`config.mk`:
```
export PLATFORM = sky130hd
export DESIGN_NAME = rotation_matrix_to_quaternion_flat
export DESIGN_NICKNAME = d
export VERILOG_FILES = /design/src/hw/rtl/rmq_pkg.sv /design/src/hw/rtl/rmq_if.sv /design/src/hw/rtl/rmq_sqrt.sv /design/src/hw/rtl/rmq_div.sv /design/src/hw/rtl/rotation_matrix_to_quaternion.sv /design/src/flat_wrapper.sv
export SDC_FILE = /design/constraint.sdc
export NUM_CORES = 2
export LEC_CHECK = 0
export BUFFER_PORTS_ARGS = -buffer_cell sky130_fd_sc_hd__buf_2
export CORE_UTILIZATION = 45
export DETAILED_ROUTE_END_ITERATION = 12
export GPL_ROUTABILITY_DRIVEN = 0
export PLACE_DENSITY = 0.58
export SETUP_SLACK_MARGIN = 0.4
export SLEW_MARGIN = 20
export SYNTH_ARGS = -nofsm -noshare
export SYNTH_HDL_FRONTEND = slang
export SYNTH_MEMORY_MAX_BITS = 65536
export SYNTH_SLANG_ARGS = --single-unit
```
`constraint.sdc`:
```
create_clock -name clk -period 110.1 [get_ports clk]
set_input_delay 5.505 -clock clk [delete_from_list [all_inputs] [get_ports clk]]
set_output_delay 5.505 -clock clk [all_outputs]
set_load 0.1 [all_outputs]
```
`src/hw/rtl/rmq_pkg.sv`:
```
// Shared types and constants for the rotation matrix to quaternion block.
// No dependencies.
`default_nettype none
package rmq_pkg;

  localparam int FRAC_BITS_DEF = 14;
  localparam int IN_W          = 16;  // matrix element and component width
  localparam int D_W           = 17;  // sum or difference of two elements
  localparam int QB            = 15;  // quotient bits below the saturation point
  localparam int N_LANE        = 3;   // off-principal components
  localparam int Q_MAX         = 32767;
  localparam int Q_MIN         = -32768;

  typedef enum logic [1:0] {
    BR_TRACE = 2'd0,
    BR_X     = 2'd1,
    BR_Y     = 2'd2,
    BR_Z     = 2'd3
  } br_t;

  // Control carried through the square root pipeline.
  typedef struct packed {
    logic                          valid;
    br_t                           br;
    logic [N_LANE-1:0][D_W-1:0]    d;
  } sq_ctl_t;

  // Control carried through the divider pipeline.
  typedef struct packed {
    logic                valid;
    br_t                 br;
    logic                degen;
    logic [IN_W-1:0]     prin;
    logic [N_LANE-1:0]   neg;
  } div_ctl_t;

endpackage
`default_nettype wire

```
`src/hw/rtl/rmq_if.sv`:
```
// Channel interfaces for the rotation matrix to quaternion block.
// Depends on rmq_pkg.
`default_nettype none
interface rmq_in_if;
  import rmq_pkg::*;
  logic                   valid;
  logic                   ready;
  logic signed [IN_W-1:0] m00, m01, m02, m10, m11, m12, m20, m21, m22;
  modport source (output valid, output m00, m01, m02, m10, m11, m12, m20, m21, m22,
                  input ready);
  modport sink   (input valid, input m00, m01, m02, m10, m11, m12, m20, m21, m22,
                  output ready);
endinterface

interface rmq_out_if;
  import rmq_pkg::*;
  logic                   valid;
  logic                   ready;
  logic signed [IN_W-1:0] q_w, q_x, q_y, q_z;
  logic [1:0]             branch_taken;
  logic                   degenerate;
  modport source (output valid, output q_w, q_x, q_y, q_z, branch_taken, degenerate,
                  input ready);
  modport sink   (input valid, input q_w, q_x, q_y, q_z, branch_taken, degenerate,
                  output ready);
endinterface
`default_nettype wire

```
`src/hw/rtl/rmq_sqrt.sv`:
```
// Pipelined integer square root, one root bit per stage.
// Depends on rmq_pkg; control rides along with the data.
`default_nettype none
module rmq_sqrt #(
  parameter int RAD_W  = 32,
  parameter int ROOT_W = 16
) (
  input  logic                  clk,
  input  logic                  rst_n,
  input  logic                  en,
  input  rmq_pkg::sq_ctl_t      ctl_in,
  input  logic [RAD_W-1:0]      rad,
  output rmq_pkg::sq_ctl_t      ctl_out,
  output logic [ROOT_W-1:0]     root
);
  import rmq_pkg::*;

  localparam int REM_W = ROOT_W + 3;

  sq_ctl_t           ctl_r  [ROOT_W];
  logic [REM_W-1:0]  rem_r  [ROOT_W];
  logic [ROOT_W-1:0] root_r [ROOT_W];
  logic [RAD_W-1:0]  rad_r  [ROOT_W];

  for (genvar k = 0; k < ROOT_W; k++) begin : g_stage
    sq_ctl_t           ctl_p;
    logic [REM_W-1:0]  rem_p, cur, trial;
    logic [ROOT_W-1:0] root_p;
    logic [RAD_W-1:0]  rad_p;
    logic              ge;

    if (k == 0) begin : g_first
      assign ctl_p  = ctl_in;
      assign rem_p  = '0;
      assign root_p = '0;
      assign rad_p  = rad;
    end else begin : g_next
      assign ctl_p  = ctl_r[k-1];
      assign rem_p  = rem_r[k-1];
      assign root_p = root_r[k-1];
      assign rad_p  = rad_r[k-1];
    end

    // Bring down two radicand bits, try root*4+1.
    assign cur   = {rem_p[REM_W-3:0], rad_p[RAD_W-1 -: 2]};
    assign trial = REM_W'({root_p, 2'b01});
    assign ge    = (cur >= trial);

    always_ff @(posedge clk) begin
      if (!rst_n) begin
        ctl_r[k].valid <= 1'b0;
      end else if (en) begin
        ctl_r[k]  <= ctl_p;
        rem_r[k]  <= ge ? (cur - trial) : cur;
        root_r[k] <= {root_p[ROOT_W-2:0], ge};
        rad_r[k]  <= {rad_p[RAD_W-3:0], 2'b00};
      end
    end
  end

  assign ctl_out = ctl_r[ROOT_W-1];
  assign root    = root_r[ROOT_W-1];

endmodule
`default_nettype wire

```
`src/hw/rtl/rmq_div.sv`:
```
// Pipelined restoring divider for the three off-principal components.
// Depends on rmq_pkg; one overflow check stage, then one quotient bit per stage.
`default_nettype none
module rmq_div #(
  parameter int NUM_W = 32,
  parameter int DEN_W = 17
) (
  input  logic                                   clk,
  input  logic                                   rst_n,
  input  logic                                   en,
  input  rmq_pkg::div_ctl_t                      ctl_in,
  input  logic [rmq_pkg::N_LANE-1:0][NUM_W-1:0]  numer,
  input  logic [DEN_W-1:0]                       den,
  output rmq_pkg::div_ctl_t                      ctl_out,
  output logic [rmq_pkg::N_LANE-1:0][rmq_pkg::QB-1:0] quot,
  output logic [rmq_pkg::N_LANE-1:0]             ovf
);
  import rmq_pkg::*;

  localparam int HI_W = NUM_W - QB;
  localparam int CW   = (DEN_W > HI_W) ? DEN_W : HI_W;

  div_ctl_t                           ctl_r [QB+1];
  logic [DEN_W-1:0]                   den_r [QB+1];
  logic [N_LANE-1:0][DEN_W-1:0]       rem_r [QB+1];
  logic [N_LANE-1:0][QB-1:0]          low_r [QB+1];
  logic [N_LANE-1:0][QB-1:0]          q_r   [QB+1];
  logic [N_LANE-1:0]                  ovf_r [QB+1];

  // Overflow check: quotient reaches 2^QB when the upper part is not below den.
  logic [N_LANE-1:0][CW-1:0] hi_c;
  logic [N_LANE-1:0]         ovf0;
  always_comb begin
    for (int l = 0; l < N_LANE; l++) begin
      hi_c[l] = CW'(numer[l][NUM_W-1:QB]);
      ovf0[l] = (hi_c[l] >= CW'(den));
    end
  end

  always_ff @(posedge clk) begin
    if (!rst_n) begin
      ctl_r[0].valid <= 1'b0;
    end else if (en) begin
      ctl_r[0] <= ctl_in;
      den_r[0] <= den;
      ovf_r[0] <= ovf0;
      for (int l = 0; l < N_LANE; l++) begin
        rem_r[0][l] <= hi_c[l][DEN_W-1:0];
        low_r[0][l] <= numer[l][QB-1:0];
        q_r[0][l]   <= '0;
      end
    end
  end

  for (genvar j = 1; j <= QB; j++) begin : g_step
    logic [N_LANE-1:0][DEN_W:0] cur;
    logic [N_LANE-1:0]          ge;
    always_comb begin
      for (int l = 0; l < N_LANE; l++) begin
        cur[l] = {rem_r[j-1][l], low_r[j-1][l][QB-1]};
        ge[l]  = (cur[l] >= {1'b0, den_r[j-1]});
      end
    end

    always_ff @(posedge clk) begin
      if (!rst_n) begin
        ctl_r[j].valid <= 1'b0;
      end else if (en) begin
        ctl_r[j] <= ctl_r[j-1];
        den_r[j] <= den_r[j-1];
        ovf_r[j] <= ovf_r[j-1];
        for (int l = 0; l < N_LANE; l++) begin
          rem_r[j][l] <= ge[l] ? DEN_W'(cur[l] - {1'b0, den_r[j-1]}) : cur[l][DEN_W-1:0];
          low_r[j][l] <= {low_r[j-1][l][QB-2:0], 1'b0};
          q_r[j][l]   <= {q_r[j-1][l][QB-2:0], ge[l]};
        end
      end
    end
  end

  assign ctl_out = ctl_r[QB];
  assign quot    = q_r[QB];
  assign ovf     = ovf_r[QB];

endmodule
`default_nettype wire

```
`src/hw/rtl/rotation_matrix_to_quaternion.sv`:
```
// Top level: 3x3 rotation matrix to unit quaternion, Shepperd's method.
// Depends on rmq_pkg, rmq_if, rmq_sqrt and rmq_div.
//
// Usage:
//  - in_ch carries one matrix per beat (m00..m22, signed, FRAC_BITS fraction
//    bits); out_ch carries one quaternion per beat (q_w..q_z, same format),
//    the branch chosen and a degenerate flag.
//  - Every input beat gives exactly one output beat, in order.
//  - Throughput: one matrix per cycle while out_ch is not stalling. The stages
//    are branch select, one stage per root bit (ROOT_W, the square root width,
//    is 16 at FRAC_BITS = 14), divider setup, overflow check,
//    15 quotient stages and the output register.
//  - The whole pipeline advances together; when out_ch stalls with a beat
//    held, every stage holds and in_ch.ready drops, so nothing is lost or
//    repeated. in_ch.ready is high whenever the output register is empty
//    or being drained.
//  - Synchronous active-low reset clears all valid bits; the pipeline comes
//    out empty and ready.
//  - A degenerate beat (square root zero, including non-rotation inputs that
//    make t negative) reports zeros for all four components.
`default_nettype none
module rotation_matrix_to_quaternion #(
  parameter int FRAC_BITS = rmq_pkg::FRAC_BITS_DEF
) (
  input  logic        clk,
  input  logic        rst_n,
  rmq_in_if.sink      in_ch,
  rmq_out_if.source   out_ch
);
  import rmq_pkg::*;

  // t stays below 2^FRAC_BITS + 3*2^15.
  localparam int TU    = ((FRAC_BITS > 17) ? FRAC_BITS : 17) + 1;
  localparam int TS    = TU + 1;
  localparam int NW    = TU + FRAC_BITS;
  localparam int NWE   = NW + (NW % 2);
  localparam int RW    = NWE / 2;
  localparam int DEN_W = RW + 1;
  localparam int NUM_W = D_W + FRAC_BITS + 1;
  localparam int PW    = (RW + 1 > 17) ? RW + 1 : 17;
  localparam logic signed [TS-1:0] ONE_S = TS'(1) << FRAC_BITS;

  logic en;

  // ---------------- stage 0: branch select, t and the differences ----------
  logic signed [TS-1:0]  e00, e11, e22, trace_s, t_s;
  logic signed [D_W-1:0] f01, f02, f10, f12, f20, f21;
  logic [TU-1:0]         t_u;
  sq_ctl_t               s0_ctl_nxt, s0_ctl_r;
  logic [NWE-1:0]        s0_rad_nxt, s0_rad_r;

  assign e00 = TS'(in_ch.m00);
  assign e11 = TS'(in_ch.m11);
  assign e22 = TS'(in_ch.m22);
  assign f01 = D_W'(in_ch.m01);
  assign f02 = D_W'(in_ch.m02);
  assign f10 = D_W'(in_ch.m10);
  assign f12 = D_W'(in_ch.m12);
  assign f20 = D_W'(in_ch.m20);
  assign f21 = D_W'(in_ch.m21);

  always_comb begin
    trace_s          = e00 + e11 + e22;
    s0_ctl_nxt.valid = in_ch.valid;
    if (trace_s > 0) begin
      s0_ctl_nxt.br   = BR_TRACE;
      t_s             = trace_s + ONE_S;
      s0_ctl_nxt.d[0] = f21 - f12;
      s0_ctl_nxt.d[1] = f02 - f20;
      s0_ctl_nxt.d[2] = f10 - f01;
    end else if (e00 >= e11 && e00 >= e22) begin
      s0_ctl_nxt.br   = BR_X;
      t_s             = ONE_S + e00 - e11 - e22;
      s0_ctl_nxt.d[0] = f21 - f12;
      s0_ctl_nxt.d[1] = f01 + f10;
      s0_ctl_nxt.d[2] = f02 + f20;
    end else if (e11 >= e22) begin
      s0_ctl_nxt.br   = BR_Y;
      t_s             = ONE_S + e11 - e00 - e22;
      s0_ctl_nxt.d[0] = f02 - f20;
      s0_ctl_nxt.d[1] = f01 + f10;
      s0_ctl_nxt.d[2] = f12 + f21;
    end else begin
      s0_ctl_nxt.br   = BR_Z;
      t_s             = ONE_S + e22 - e11 - e00;
      s0_ctl_nxt.d[0] = f10 - f01;
      s0_ctl_nxt.d[1] = f02 + f20;
      s0_ctl_nxt.d[2] = f21 + f12;
    end
    // Clamp negative t (not a rotation) to zero.
    t_u        = t_s[TS-1] ? '0 : t_s[TU-1:0];
    s0_rad_nxt = NWE'(t_u) << FRAC_BITS;
  end

  always_ff @(posedge clk) begin
    if (!rst_n) begin
      s0_ctl_r.valid <= 1'b0;
    end else if (en) begin
      s0_ctl_r <= s0_ctl_nxt;
      s0_rad_r <= s0_rad_nxt;
    end
  end

  // ---------------- square root pipeline -----------------------------------
  sq_ctl_t       sq_ctl;
  logic [RW-1:0] sq_root;

  rmq_sqrt #(
    .RAD_W  (NWE),
    .ROOT_W (RW)
  ) u_sqrt (
    .clk     (clk),
    .rst_n   (rst_n),
    .en      (en),
    .ctl_in  (s0_ctl_r),
    .rad     (s0_rad_r),
    .ctl_out (sq_ctl),
    .root    (sq_root)
  );

  // ---------------- divider setup: principal part, numerators --------------
  logic [PW-1:0]                 prin_w;
  div_ctl_t                      pr_ctl_nxt, pr_ctl_r;
  logic [N_LANE-1:0][NUM_W-1:0]  pr_num_nxt, pr_num_r;
  logic [DEN_W-1:0]              pr_den_r;
  logic [D_W-1:0]                mag;

  always_comb begin
    prin_w           = (PW'(sq_root) + PW'(1)) >> 1;
    pr_ctl_nxt.valid = sq_ctl.valid;
    pr_ctl_nxt.br    = sq_ctl.br;
    pr_ctl_nxt.degen = (sq_root == '0);
    pr_ctl_nxt.prin  = (prin_w > PW'(Q_MAX)) ? IN_W'(Q_MAX) : prin_w[IN_W-1:0];
    mag              = '0;
    for (int l = 0; l < N_LANE; l++) begin
      pr_ctl_nxt.neg[l] = sq_ctl.d[l][D_W-1];
      mag               = sq_ctl.d[l][D_W-1] ? (~sq_ctl.d[l] + D_W'(1)) : sq_ctl.d[l];
      // d * 2^F + r, to be divided by 2r: round half away from zero.
      pr_num_nxt[l]     = (NUM_W'(mag) << FRAC_BITS) + NUM_W'(sq_root);
    end
  end

  always_ff @(posedge clk) begin
    if (!rst_n) begin
      pr_ctl_r.valid <= 1'b0;
    end else if (en) begin
      pr_ctl_r <= pr_ctl_nxt;
      pr_num_r <= pr_num_nxt;
      pr_den_r <= {sq_root, 1'b0};
    end
  end

  // ---------------- divider pipeline ---------------------------------------
  div_ctl_t                  dv_ctl;
  logic [N_LANE-1:0][QB-1:0] dv_q;
  logic [N_LANE-1:0]         dv_ovf;

  rmq_div #(
    .NUM_W (NUM_W),
    .DEN_W (DEN_W)
  ) u_div (
    .clk     (clk),
    .rst_n   (rst_n),
    .en      (en),
    .ctl_in  (pr_ctl_r),
    .numer   (pr_num_r),
    .den     (pr_den_r),
    .ctl_out (dv_ctl),
    .quot    (dv_q),
    .ovf     (dv_ovf)
  );

  // ---------------- sign, saturate, place by branch ------------------------
  logic [N_LANE-1:0][IN_W-1:0] comp;
  logic [IN_W-1:0]             w_nxt, x_nxt, y_nxt, z_nxt;

  always_comb begin
    for (int l = 0; l < N_LANE; l++) begin
      if (dv_ovf[l]) begin
        comp[l] = dv_ctl.neg[l] ? IN_W'(Q_MIN) : IN_W'(Q_MAX);
      end else begin
        comp[l] = dv_ctl.neg[l] ? (~{1'b0, dv_q[l]} + IN_W'(1)) : {1'b0, dv_q[l]};
      end
    end
    case (dv_ctl.br)
      BR_TRACE: begin
        w_nxt = dv_ctl.prin; x_nxt = comp[0]; y_nxt = comp[1]; z_nxt = comp[2];
      end
      BR_X: begin
        w_nxt = comp[0]; x_nxt = dv_ctl.prin; y_nxt = comp[1]; z_nxt = comp[2];
      end
      BR_Y: begin
        w_nxt = comp[0]; x_nxt = comp[1]; y_nxt = dv_ctl.prin; z_nxt = comp[2];
      end
      default: begin
        w_nxt = comp[0]; x_nxt = comp[1]; y_nxt = comp[2]; z_nxt = dv_ctl.prin;
      end
    endcase
    // Zero root: drop all components.
    if (dv_ctl.degen) begin
      w_nxt = '0; x_nxt = '0; y_nxt = '0; z_nxt = '0;
    end
  end

  // ---------------- output register ----------------------------------------
  logic            out_v_r;
  logic [IN_W-1:0] q_w_r, q_x_r, q_y_r, q_z_r;
  br_t             br_r;
  logic            degen_r;

  // Advance the whole pipeline unless a held beat is waiting at the output.
  assign en          = !out_v_r || out_ch.ready;
  assign in_ch.ready = en;

  always_ff @(posedge clk) begin
    if (!rst_n) begin
      out_v_r <= 1'b0;
    end else if (en) begin
      out_v_r <= dv_ctl.valid;
      q_w_r   <= w_nxt;
      q_x_r   <= x_nxt;
      q_y_r   <= y_nxt;
      q_z_r   <= z_nxt;
      br_r    <= dv_ctl.br;
      degen_r <= dv_ctl.degen;
    end
  end

  assign out_ch.valid        = out_v_r;
  assign out_ch.q_w          = q_w_r;
  assign out_ch.q_x          = q_x_r;
  assign out_ch.q_y          = q_y_r;
  assign out_ch.q_z          = q_z_r;
  assign out_ch.branch_taken = br_r;
  assign out_ch.degenerate   = degen_r;

endmodule
`default_nettype wire

```
`src/flat_wrapper.sv`:
```
// flat-port wrapper written by rule: the top's interface ports become plain ports
module rotation_matrix_to_quaternion_flat import rmq_pkg::*;
#(
  parameter int FRAC_BITS = rmq_pkg::FRAC_BITS_DEF
)
  (clk, rst_n, in_ch_valid, in_ch_m00, in_ch_m01, in_ch_m02, in_ch_m10, in_ch_m11, in_ch_m12, in_ch_m20, in_ch_m21, in_ch_m22, in_ch_ready, out_ch_valid, out_ch_q_w, out_ch_q_x, out_ch_q_y, out_ch_q_z, out_ch_branch_taken, out_ch_degenerate, out_ch_ready);
  rmq_in_if in_ch_i ();
  rmq_out_if out_ch_i ();
  input  logic clk;
  input  logic rst_n;
  input wire logic [$bits(in_ch_i.valid)-1:0] in_ch_valid;
  input wire logic [$bits(in_ch_i.m00)-1:0] in_ch_m00;
  input wire logic [$bits(in_ch_i.m01)-1:0] in_ch_m01;
  input wire logic [$bits(in_ch_i.m02)-1:0] in_ch_m02;
  input wire logic [$bits(in_ch_i.m10)-1:0] in_ch_m10;
  input wire logic [$bits(in_ch_i.m11)-1:0] in_ch_m11;
  input wire logic [$bits(in_ch_i.m12)-1:0] in_ch_m12;
  input wire logic [$bits(in_ch_i.m20)-1:0] in_ch_m20;
  input wire logic [$bits(in_ch_i.m21)-1:0] in_ch_m21;
  input wire logic [$bits(in_ch_i.m22)-1:0] in_ch_m22;
  output wire logic [$bits(in_ch_i.ready)-1:0] in_ch_ready;
  output wire logic [$bits(out_ch_i.valid)-1:0] out_ch_valid;
  output wire logic [$bits(out_ch_i.q_w)-1:0] out_ch_q_w;
  output wire logic [$bits(out_ch_i.q_x)-1:0] out_ch_q_x;
  output wire logic [$bits(out_ch_i.q_y)-1:0] out_ch_q_y;
  output wire logic [$bits(out_ch_i.q_z)-1:0] out_ch_q_z;
  output wire logic [$bits(out_ch_i.branch_taken)-1:0] out_ch_branch_taken;
  output wire logic [$bits(out_ch_i.degenerate)-1:0] out_ch_degenerate;
  input wire logic [$bits(out_ch_i.ready)-1:0] out_ch_ready;
  assign in_ch_i.valid = in_ch_valid;
  assign in_ch_i.m00 = in_ch_m00;
  assign in_ch_i.m01 = in_ch_m01;
  assign in_ch_i.m02 = in_ch_m02;
  assign in_ch_i.m10 = in_ch_m10;
  assign in_ch_i.m11 = in_ch_m11;
  assign in_ch_i.m12 = in_ch_m12;
  assign in_ch_i.m20 = in_ch_m20;
  assign in_ch_i.m21 = in_ch_m21;
  assign in_ch_i.m22 = in_ch_m22;
  assign in_ch_ready = in_ch_i.ready;
  assign out_ch_valid = out_ch_i.valid;
  assign out_ch_q_w = out_ch_i.q_w;
  assign out_ch_q_x = out_ch_i.q_x;
  assign out_ch_q_y = out_ch_i.q_y;
  assign out_ch_q_z = out_ch_i.q_z;
  assign out_ch_branch_taken = out_ch_i.branch_taken;
  assign out_ch_degenerate = out_ch_i.degenerate;
  assign out_ch_i.ready = out_ch_ready;
  rotation_matrix_to_quaternion #(.FRAC_BITS(FRAC_BITS)) u_core (.clk(clk), .rst_n(rst_n), .in_ch(in_ch_i), .out_ch(out_ch_i));
endmodule
```
== Word level (Yosys, flattened, before mapping) ==
Memories as Yosys holds them, arrays and structs flattened.
Index checks and enable logic that the tools add are counted.

* Muxes and demuxes: 119
* Reductions and logical operators: 9
* $lt $le $gt $ge: 69
* Bitwise operators: 38
* Eq/ne operators: 2
* $add $sub $neg: 89

{| class="wikitable"
|+ Operator list
! cell !! count
|-
| $mux 17 || 48
|-
| $ge 18x17->1 || 45
|-
| $sub 17x17->17 || 45
|-
| $mux 19 || 19
|-
| $ge 19x18->1 || 15
|-
| $sub 19x18->19 || 15
|-
| $mux 16 || 11
|-
| $mux 52 || 2
|-
| $add 31x16->32 || 3
|-
| $add 16x16->17 || 4
|-
| $pmux 16 s2 || 2
|-
| $sub 19x16->19 || 3
|-
| $sub 17x16->18 || 3
|-
| $add 16x16->17 const A || 3
|-
| $add 17x1->17 const B || 3
|-
| $ge 17x17->1 || 3
|-
| $mux 51 || 1
|-
| $not 17->17 || 3
|-
| $sub 16x16->17 || 3
|-
| $add 16x1->16 const B || 3
|-
| $ge 16x16->1 || 3
|-
| $not 15->16 || 3
|-
| $mux 1 || 36
|-
| $or 1x1->1 || 32
|-
| other kinds (17) || 18
|}

* Memories kept: 10
* Flip-flop bits (word level): 275
* Input bits: 148
* RAM bits: 4,848

{| class="wikitable"
|+ Memory list
! memory !! depth !! width !! read ports !! clocked after memory_dff !! wr ports !! line !! source
|-
| u_core.u_sqrt.ctl_r || 16 || 54 || 16 || 0 || 16 || rmq_sqrt.sv:20 || <nowiki>sq_ctl_t ctl_r [ROOT_W];</nowiki>
|-
| u_core.u_div.rem_r || 16 || 51 || 15 || 0 || 16 || rmq_div.sv:25 || <nowiki>logic [N_LANE-1:0][DEN_W-1:0] rem_r [QB+1];</nowiki>
|-
| u_core.u_div.low_r || 16 || 45 || 15 || 0 || 16 || rmq_div.sv:26 || <nowiki>logic [N_LANE-1:0][QB-1:0] low_r [QB+1];</nowiki>
|-
| u_core.u_div.q_r || 16 || 45 || 16 || 0 || 16 || rmq_div.sv:27 || <nowiki>logic [N_LANE-1:0][QB-1:0] q_r [QB+1];</nowiki>
|-
| u_core.u_sqrt.rad_r || 16 || 30 || 15 || 0 || 16 || rmq_sqrt.sv:23 || <nowiki>logic [RAD_W-1:0] rad_r [ROOT_W];</nowiki>
|-
| u_core.u_div.ctl_r || 16 || 23 || 16 || 0 || 16 || rmq_div.sv:23 || <nowiki>div_ctl_t ctl_r [QB+1];</nowiki>
|-
| 4 more memories || -- || -- || -- || -- || -- || -- ||
|}

== Longest topological paths before layout ==
* Depth in word-level cells: 6
* Mapped depth: 25
* Mapped depth without buffers: 25

== Hierarchy ==
From an unflattened synthesis, not the netlist that was laid out.

* Cells, all modules: 13,993
* Area, all modules: 187,447.3 um^2

{| class="wikitable"
|+ By module, submodules not included
! module !! cells each !! area each (um^2) !! instances !! seq. area each (um^2)
|-
| rmq_div || 8,272 || 108,831.9 || 1 || 64,732.1
|-
| rmq_sqrt || 3,033 || 54,340.9 || 1 || 44,342.5
|-
| rotation_matrix_to_quaternion || 2,688 || 24,274.5 || 1 || 6,966.7
|}

== Worst setup path before layout ==
Ideal clock, no wire load.

* Path kind: input to register
* Start point: input out_ch_ready
* End point: register u_core.br_r[0] (netlist: u_core.out_ch.branch_taken[0]) (enable)
* Arrival time: 79.401 ns
* Setup slack: 26.648 ns
* Buffers on the path: 2
* Stages on the path: 5
* Cell sequence: nor2b_1 -> clkbuf_1 -> inv_1 -> clkbuf_1 -> and2_1

* Cells in the longest elaborated chain, start to end: 2

{| class="wikitable"
|+ Ends and longest elaborated chain
! item !! line !! source
|-
| start: declaration || flat_wrapper.sv:29 || <nowiki>input wire logic [$bits(out_ch_i.ready)-1:0] out_ch_ready;</nowiki>
|-
| $logic_or 1x1->1 || rotation_matrix_to_quaternion.sv:212 || <nowiki>assign en = !out_v_r || out_ch.ready;</nowiki>
|-
| named net in_ch_ready || flat_wrapper.sv:21 || <nowiki>output wire logic [$bits(in_ch_i.ready)-1:0] in_ch_ready;</nowiki>
|-
| $reduce_and 2->1 (no source line) || -- ||
|-
| end signal: assignment || rotation_matrix_to_quaternion.sv:224 || <nowiki>br_r <= dv_ctl.br;</nowiki>
|-
| end: declaration || rotation_matrix_to_quaternion.sv:208 || <nowiki>br_t br_r;</nowiki>
|}

The timed path passes the listed nets, and every way through them passes these cells.
A chain may end at the register's enable or synchronous reset.

== Final worst setup path ==
* Start point: input out_ch_ready
* End point: output in_ch_ready

* Cells in the longest elaborated chain, start to end: 1

{| class="wikitable"
|+ Ends and longest elaborated chain
! item !! line
|-
| $logic_or 1x1->1 || rotation_matrix_to_quaternion.sv:212
|-
| end: declaration || flat_wrapper.sv:21
|}

Every way passes these cells.

==> results.json <==
{
  "status": "finished clean",
  "dr_total_vias": 101000,
  "r2r_setup_slack_ns": 102.27,
  "cts_setup_buffers": 0,
  "num_rows": 222,
  "ctsRootBufferMaster": "clkbuf_16",
  "grt_use_total_pct": 19.7,
  "synthTopCellsByArea": "edfxtp_1, ha_1, mux2_2",
  "drv_slew": 0,
  "antenna_found_initial": 9,
  "critical_path.startpoint_type": "input pin",
  "start_util_pct": 45.2,
  "irDropWorstVdd_uv": 12.9,
  "ys_seq_elements": 3281,
  "gr-usage-met3_pct": 2.12,
  "rr_endpoint": "u_core.u_div.den_r[1][77]",
  "syn_avg_cell_area_um2": 13.1,
  "maxCapViolations": 0,
  "dieArea_mm2": 0.369,
  "crit_path_end_kind": "output pin",
  "fmax_mhz": 81.7,
  "areaGrowthSynthToFinish_pct": 11.2,
  "startpoint": "out_ch_ready",
  "io_buffers": 216,
  "worstSetupPathType": "in -> out",
  "hold_buffers": 0,
  "use_met1_pct": 26.2,
  "period_needed_ns": 12.24,
  "core_area_mm2": 0.365,
  "routed_wl_mm": 375,
  "yosysSeqAreaShare_pct": 59.7,
  "wire_per_inst_um": 20.7,
  "crit_required_ns": 104.60,
  "die_y_um": 608,
  "synth_edf_count": 3276,
  "grt_pass1_wl_mm": 572,
  "synthArstFlopShare_pct": 0,
  "setup_viol": 0,
  "drc": 0,
  "min_delay_worst_endpoint": "u_core.u_sqrt.ctl_r[14][6]",
  "placedInstanceArea_mm2": 0.172,
  "cts_buffers": 351,
  "p_leak_uw": 0.0703,
  "synth_top_cell_area_share_pct": 59.6,
  "ff2ff_path_depth": 11,
  "yosysMostFrequentCell": "edfxtp_1",
  "hp-class": "reg -> reg",
  "whs_path_depth": 0,
  "finalCritPeriodShare_pct": 11.1,
  "clock-sinks": 3281,
  "relSlewSlack_pct": 20.0,
  "crit_arrival_ns": 6.73,
  "setup_ws_ns": 97.86,
  "cts_buffer_depth": 4,
  "drtAntennaViolNets": 0,
  "r2r_start": "u_core.out_ch.valid",
  "drt_pre_antenna_iters": 6,
  "grt_setup_unrepaired": "false",
  "layout-drive-gt1-share_pct": 11.5,
  "synth_area_mm2": 0.165,
  "drtIter0Drc": 8066,
  "place_hpwl_mm": 281,
  "synth_cell_types": 112,
  "first_global_vias": 99900,
  "power_density_mw_per_mm2": 24.6,
  "clock_latency_ns": 0.93,
  "clock_skew_ns": 0.0412,
  "cts_htree_levels": 5,
  "ys_warn_count": 0,
  "final_util_pct": 50.3,
  "top_usage_layer": "met2",
  "critPathMaxFanout": 36,
  "setup_tns_ns": 0,
  "yosys.area.top_type": "edfxtp_1",
  "synth_cells": 12600,
  "place_ws_ns": 97.06,
  "grtUsageMet2_pct": 33.0,
  "grt_max_degree": 202,
  "hold_start": "u_core.u_sqrt.ctl_r[13][6]",
  "synth_flop_cell": "edfxtp_1",
  "worst_pin_slew_ns": 1.19,
  "final_cell_area_mm2": 0.184,
  "cts_tree": "built",
  "grt-ovfl-total": 0,
  "hold_viol_final": 0,
  "cts_resized": 0,
  "ioPinCount": 217,
  "clk_pin_slew_ns": 0.06,
  "viasPerCell": 5.56,
  "die_w_um": 608,
  "fin_nets": 14400,
  "synth.top_cells.by_count": "edfxtp_1, ha_1, inv_1"
}
## stage by stage
stage          total power [µW]  instances  hold slack, ns
2_1_floorplan              3080      12600           0.400
3_3_place_gp               3300      17500           0.400
3_5_place_dp               3350      17500           0.405
4_1_cts                    4540      18100           0.390
5_1_grt                    4750      18100           0.398
6_report                   4510      18100           0.396
## cell usage in the layout, fill, tap and decap left out, types with 44 or more instances in the layout
cell,netlist,layout
xnor2_1,571,571
a21o_1,231,231
nand2b_1,99,99
buf_2,51,216
fa_1,87,87
ha_1,1186,1186
o21a_1,137,137
and3_1,78,78
o21ai_0,566,566
nor4_1,49,49
nand3_1,134,133
nor2_1,819,819
a31oi_1,77,75
edfxtp_1,3276,3276
a21boi_0,94,94
o31ai_1,86,85
o41ai_1,44,44
a21oi_1,633,630
clkbuf_1,140,53
clkbuf_16,0,356
o211ai_1,55,55
buf_4,7,77
a211oi_1,133,132
clkinv_2,0,49
mux2_2,567,567
clkinv_1,2,76
or2_2,57,57
mux2i_1,134,134
nor3_1,293,293
or3_1,160,160
xor2_1,325,325
inv_1,886,886
nor2b_1,198,198
nand2_1,617,616
nand4_1,122,122
o21bai_1,83,83
## how the worst max path moves through the flow
stage / depth (start not counted) / to / slack [ns]
6_report: 5 / in_ch_ready / 97.86
5_1_grt: 12 / u_core.u_div.den_r[1][76] / 97.37
2_1_floorplan: 5 / u_core.out_ch.branch_taken[0] / 26.65
4_1_cts: 5 / in_ch_ready / 97.91
3_3_place_gp: 12 / u_core.u_div.rem_r[1][230] / 97.26
3_5_place_dp: 12 / u_core.u_div.rem_r[1][331] / 97.06
## metal layers
layer  vias to the layer above  wire length, µm
li1                      48000                -
met1                     49100           165000
met2                      2758           178000
met3                       733            16700
met4                         2            15000
met5                         -               19
## final cells by class
cell class	count	area, µm²
clock buffer	411	9140
fill	30800	182000
antenna	3	7.51
sequential	3281	98500
tap	4816	6030
inverter	889	3340
clock inverter	214	2250
timing repair buffer	301	1800
multi-input combinational	8185	62600
## cell families (layout without fill, tap and decap cells)
logic type	count (synthesis)	count (layout)	share of synthesized area [%]
multiplexers	704	704	4.70
adder cells (fa/ha/maj)	1274	1274	10.1
XOR/XNOR	896	896	4.75
other	1	8	0.00227
AND/OR/NAND/NOR	2792	2792	8.24
flip-flops	3281	3281	59.7
AO/OA/AOI/OAI	2514	2514	10.0
buffers and inverters	1100	1815	2.57
## where the power goes
| group | internal [µW] | switching, µW | total, µW |
|---|---|---|---|
| Sequential | 1690 | 142 | 1830 |
| Combinational | 669 | 850 | 1520 |
| Clock | 681 | 486 | 1170 |
| Total | 3040 | 1480 | 4510 |
## sequential cells by signal, summed over array words and instances (netlist names), 18 cells and up
signal / flops
u_core.u_div.ctl_r: 368
u_core.u_sqrt.root_r: 136
u_core.u_div.rem_r: 739
u_core.u_sqrt.ctl_r: 864
u_core.u_div.q_r: 360
u_core.u_div.low_r: 122
u_core.u_div.den_r: 108
u_core.u_div.ovf_r: 48
u_core.s0_ctl_r: 54
u_core.pr_num_r: 68
u_core.u_sqrt.rem_r: 231
u_core.s0_rad_r: 18
u_core.u_sqrt.rad_r: 72
u_core.pr_ctl_r: 23
## critical path, stage by stage
cell	delay (ns)
buf_2	0.10
nor2b_1	0.45
inv_1	0.10
buf_4	0.25
buf_2	0.32
(Power assumes the default switching activity.)
